## src/design/assert_macros.svh

```systemverilog
// Assertion macros shared by the near-duplicate block dedup design.
`ifndef ASSERT_MACROS_SVH
`define ASSERT_MACROS_SVH

// Condition that must hold at every clock edge outside reset.
`define NDBD_CHECK(label, cond, msg) \
    label: assert property (@(posedge clk) disable iff (!rst_n) (cond)) \
        else $error(msg);

// Condition that must hold in the cycle after the antecedent.
`define NDBD_IMPLY(label, ante, cons, msg) \
    label: assert property (@(posedge clk) disable iff (!rst_n) (ante) |=> (cons)) \
        else $error(msg);

`endif

```

## src/design/ndbd_pkg.sv

```systemverilog
// Types, codes and helper functions shared by the near-duplicate block dedup design.
package ndbd_pkg;

    localparam int CFG_INDEX_W = 2;
    localparam int CFG_DATA_W  = 8;
    localparam int WIDTH_W     = 5;
    localparam int THRESH_W    = 8;
    localparam int PTR_W       = 16;
    localparam int GROUP_LANES = 8;
    localparam int GROUP_W     = 7;

    localparam logic [CFG_INDEX_W-1:0] REG_BLOCK_WIDTH     = 2'd0;
    localparam logic [CFG_INDEX_W-1:0] REG_MATCH_THRESHOLD = 2'd1;
    localparam logic [CFG_INDEX_W-1:0] REG_HI_BYTE_FIRST   = 2'd2;

    localparam logic [WIDTH_W-1:0]  BLOCK_WIDTH_RESET     = 5'd8;
    localparam logic [THRESH_W-1:0] MATCH_THRESHOLD_RESET = 8'd1;

    localparam logic OP_DATA  = 1'b0;
    localparam logic OP_CLEAR = 1'b1;

    typedef struct packed {
        logic       op;
        logic [7:0] data_byte;
    } in_item_t;

    typedef struct packed {
        logic [7:0] table_byte;
        logic       is_new;
        logic       store_full;
        logic       last;
    } out_item_t;

    typedef enum logic [2:0] {
        ST_IDLE,
        ST_SEARCH,
        ST_DECIDE,
        ST_SCALE,
        ST_BEAT0,
        ST_BEAT1
    } state_t;

    typedef struct packed {
        logic take;
        logic issue;
        logic decide;
        logic scale;
        logic second;
    } cmd_t;

    typedef struct packed {
        logic block_done;
        logic scan_end;
        logic pipe_empty;
    } status_t;

    function automatic logic [3:0] popcount8(input logic [7:0] v);
        logic [3:0] n;
        n = 4'd0;
        for (int i = 0; i < 8; i++)
        begin
            n = n + {3'd0, v[i]};
        end
        return n;
    endfunction

endpackage

```

## src/design/ndbd_ctrl.sv

```systemverilog
// Controller state machine that sequences byte intake, store search, decision, pointer scaling and result beats.
`include "assert_macros.svh"

module ndbd_ctrl (
    input  logic              clk,
    input  logic              rst_n,
    input  logic              item_valid,
    output logic              item_stall,
    output logic              result_valid,
    input  logic              result_stall,
    input  ndbd_pkg::status_t st,
    output ndbd_pkg::cmd_t    cmd
);

    import ndbd_pkg::*;

    state_t state_reg;
    state_t state_next;

    always_ff @(posedge clk or negedge rst_n)
    begin
        if (!rst_n)
        begin
            state_reg <= ST_IDLE;
        end
        else
        begin
            state_reg <= state_next;
        end
    end

    always_comb
    begin
        state_next = state_reg;
        case (state_reg)
            ST_IDLE:
            begin
                if (item_valid && st.block_done)
                begin
                    state_next = ST_SEARCH;
                end
            end
            ST_SEARCH:
            begin
                if (st.scan_end && st.pipe_empty)
                begin
                    state_next = ST_DECIDE;
                end
            end
            ST_DECIDE:
            begin
                state_next = ST_SCALE;
            end
            ST_SCALE:
            begin
                state_next = ST_BEAT0;
            end
            ST_BEAT0:
            begin
                if (!result_stall)
                begin
                    state_next = ST_BEAT1;
                end
            end
            ST_BEAT1:
            begin
                if (!result_stall)
                begin
                    state_next = ST_IDLE;
                end
            end
            default:
            begin
                state_next = ST_IDLE;
            end
        endcase
    end

    always_comb
    begin
        item_stall   = 1'b1;
        result_valid = 1'b0;
        cmd          = '0;
        case (state_reg)
            ST_IDLE:
            begin
                item_stall = 1'b0;
                cmd.take   = item_valid;
            end
            ST_SEARCH:
            begin
                cmd.issue = !st.scan_end;
            end
            ST_DECIDE:
            begin
                cmd.decide = 1'b1;
            end
            ST_SCALE:
            begin
                cmd.scale = 1'b1;
            end
            ST_BEAT0:
            begin
                result_valid = 1'b1;
            end
            ST_BEAT1:
            begin
                result_valid = 1'b1;
                cmd.second   = 1'b1;
            end
            default:
            begin
                item_stall = 1'b1;
            end
        endcase
    end

    // Intake and result delivery never overlap.
    `NDBD_CHECK(a_one_side_open, !(result_valid && !item_stall), "input open while a result is shown")
    // A delivered first beat is always followed by the second beat.
    `NDBD_IMPLY(a_beat_order, state_reg == ST_BEAT0 && !result_stall, state_reg == ST_BEAT1, "second pointer beat skipped")

endmodule

```

## config.mk

```make
export PLATFORM = sky130hd
export DESIGN_NAME = ndbd_ctrl
export DESIGN_NICKNAME = d
export VERILOG_FILES = /design/src/design/ndbd_pkg.sv /design/src/design/ndbd_ctrl.sv
export VERILOG_INCLUDE_DIRS = /design/src /design/src/design
export SDC_FILE = /design/constraint.sdc
export NUM_CORES = 1
export LEC_CHECK = 0
export BUFFER_PORTS_ARGS = -buffer_cell sky130_fd_sc_hd__buf_2
export CAP_MARGIN = 10
export CELL_PAD_IN_SITES_DETAIL_PLACEMENT = 1
export CELL_PAD_IN_SITES_GLOBAL_PLACEMENT = 2
export CORE_AREA = 3 3 40 42
export CTS_BUF_LIST = sky130_fd_sc_hd__clkbuf_8
export CTS_CLUSTER_SIZE = 8
export DETAILED_ROUTE_END_ITERATION = 16
export DIE_AREA = 0 0 43 45
export PLACE_DENSITY = 0.66
export REMOVE_ABC_BUFFERS = 1
export SLEW_MARGIN = 20
export SYNTH_ARGS = -nofsm -noshare
export SYNTH_HDL_FRONTEND = slang
export SYNTH_SLANG_ARGS = --single-unit
```

## constraint.sdc

```tcl
create_clock -name clk -period 1.13 [get_ports clk]
set_input_delay 0.2825 -clock clk [delete_from_list [all_inputs] [get_ports clk]]
set_output_delay 0.2825 -clock clk [all_outputs]
set_load 0.005 [all_outputs]
```

==> impl_metrics.csv <==
group,metric,value,unit
synth,yosys_warnings,0,
synth,avgSynthCellArea,9.38,µm²
grt,grt_overflow,0,
cells_and_area,largest_register_ffs,3,
die,die_area,1940,µm²
placement,preCtsSetupSlack,-0.151,ns
synth,synth-seq-cells,3,
route,drc,0,
critical_path,required,0.85,ns
timing,finClkSkew,0.000213,ns
grt,grt_pass1_wl,1.22,mm
clock_network,cts.clk_slew.worst_paths,0.03,ns
min_path,min_path_type,"in2reg",
timing,max-slew-margin-rel,81.5,%
synth,synth_cells,24,
grt,grt_pass1_vias,311,
route,dr.first_iter.drc_count,1,
timing,period_needed,1.49,ns
placement,gp_congestion,0.718,
route,ant_nets,0,
critical_path,worst_setup_path_start_kind,"flop",
pwr,power.density,2690,nW/µm²
clock_network,cts_max_level,1,
placement,dpl.hpwl,533,µm
critical_path,cp-end-kind,"output pin",
cells_and_area,num_antenna_cells,0,
clock_network,tritoncts,"done",
grt,grt_usage,8.51,%
route,viasPerCell,4.30,
die,chipHeight,45,µm
timing,holdWs,0.377,ns
critical_path,crit_fanout,5,
synth,synth_area,225,µm²
critical_path,path_class,"reg2out",
synth,yosysUniqueCellTypes,18,
grt,grt_antenna_before_repair,0,
timing,setup_slack,-0.358,ns
cells_and_area,area_growth,114,%
die,start_util,17.5,%
route,avgRoutedWirePerCell,11.9,µm
timing,period_share,132,%
timing,hold_viol,0,
synth,synthTopCellsByArea,"dfrtp_1 33%, nand2b_1 8.3%, nor2b_1 5.6%",
route,via_count,284,
clock_network,numCtsBuffers,3,
die,row_count,13,
synth,synth_seq_area_share,33.3,%
clock_network,ctsRootBufferMaster,"clkbuf_8",
cells_and_area,drive_gt1_share,72.5,%
critical_path,arrival,1.21,ns
synth,synth_top_cell_by_area,"dfrtp_1",
pwr,cellLeakagePower,0.253,nW
timing,worstMarginPinSlew,0.277,ns
timing,rsz0062_at_grt,"true",
clock_network,clockBufferDepth,2,
route,dr.pass1.iters,2,
pwr,irDropWorstVdd,0.00106,V
cells_and_area,nets,59,
timing,fmax,0.672,GHz
grt,grt_max_degree,7,
status,failed_checks,"setup timing",
timing,setup_viol,8,
die,core_region_area,1280,µm²
timing,slew_viol_final,0,
route,wl,788,µm
synth,synth_top_cell_area_share,33.3,%
die,ios,14,
flow_run,cap_violations,0,
placement,io_buffers,13,
clock_network,clk_latency,0.21,ns
status,status,"complete, but fails checks",
die,die_w,43,µm
clock_network,clock-sinks,3,
==> layer usage <==
metal  GRT usage [%]  vias to the layer above  wire length, µm
met4            5.42                        0                0
li1                -                      139                -
met5               0                        -                0
met3            2.39                        0               57
met1            8.74                      136              280
met2            15.3                        9              450
==> cell type report <==
cell class	count	area [µm²]
Fill cell	166	803
Timing Repair Buffer	25	175
Multi-Input combinational cell	18	160
Sequential cell	3	78.8
Clock buffer	3	41.3
Tap cell	15	18.8
Clock inverter	1	3.75
Inverter	1	3.75
==> synthesized netlist by cell type (all sizes together) <==
library cell  n
a21o          1
a21oi         2
a32oi         1
and2          1
and3b         1
buf           2
dfrtp         3
inv           1
nand2         1
nand2b        3
nand4b        1
nor2          1
nor2b         2
nor3b         1
nor4b         1
o32ai         1
or3           1
==> cell families after synthesis <==
logic type      Yosys count  synth area share [%]
buf+inv                   3                  8.88
compound gates            5                  15.6
simple gates             13                  42.2
flops                     3                  33.3
==> worst paths after layout <==
kind / start / to / slack (ns) / depth (start not counted)
hold reg to reg: state_reg[2]$_DFFE_PN0P_ / state_reg[1]$_DFFE_PN0P_ / 0.61 / 2
min in group asynchronous: rst_n / state_reg[0]$_DFFE_PN0P_ / 0.39 / 2
hold / removal: st[0] / state_reg[1]$_DFFE_PN0P_ / 0.38 / 3
setup / recovery: state_reg[0]$_DFFE_PN0P_ / cmd[4] / -0.36 / 3
setup reg to reg: state_reg[0]$_DFFE_PN0P_ / state_reg[0]$_DFFE_PN0P_ / -0.14 / 5
max in group asynchronous: rst_n / state_reg[1]$_DFFE_PN0P_ / 0.63 / 2
==> stage by stage <==
stage	std cells	utilization, %	area (µm²)	setup TNS (ns)	power [mW]
2_1_floorplan	22	-	209	-0.0769	0.455
3_3_place_gp	57	26.9	345	-0.345	0.746
3_5_place_dp	57	26.9	345	-0.515	0.761
4_1_cts	65	33.8	434	-2.09	1.18
5_1_grt	66	37.5	482	-2.40	1.40
6_report	66	37.5	482	-2.04	1.30
==> layout by cell type, fill, tap and decap left out <==
| master | netlist | layout |
|---|---|---|
| nor2_2 | 1 | 1 |
| dlygate4sd3_1 | 0 | 1 |
| and3b_1 | 1 | 1 |
| dfrtp_2 | 0 | 3 |
| nand2b_1 | 3 | 3 |
| a21oi_1 | 2 | 2 |
| nor4b_4 | 0 | 1 |
| o32ai_1 | 1 | 1 |
| nand2_1 | 1 | 1 |
| a21o_1 | 1 | 1 |
| buf_6 | 1 | 4 |
| nand4b_1 | 1 | 1 |
| buf_2 | 1 | 12 |
| inv_1 | 1 | 2 |
| or3_4 | 1 | 1 |
| nor2b_4 | 0 | 1 |
| buf_4 | 0 | 8 |
| clkbuf_8 | 0 | 3 |
| a32oi_1 | 1 | 1 |
| nor3b_2 | 0 | 1 |
| and2_4 | 1 | 1 |
| nor2b_2 | 0 | 1 |
==> report_power, final <==
group	switching (mW)	internal (mW)	leakage (nW)	total [mW]
clock	0.0678	0.231	0.0269	0.299
sequential	0.0743	0.163	0.0348	0.237
combinational	0.264	0.495	0.191	0.759
==> timing repair <==
action                                  4_1_cts  5_1_grt
endpoints found under the setup margin        8        9
resized for setup                             4        9
pin swaps                                     1        2
hold buffers                                  1        0
setup buffers                                 3        2
endpoints found under the hold margin         3        0
==> worst max-delay path: stages (launching register included) <==
cell and delay (ns):
dfrtp_2 0.43, or3_4 0.38, nor2_2 0.07, buf_2 0.11
Power figures use the tool's default switching activity.
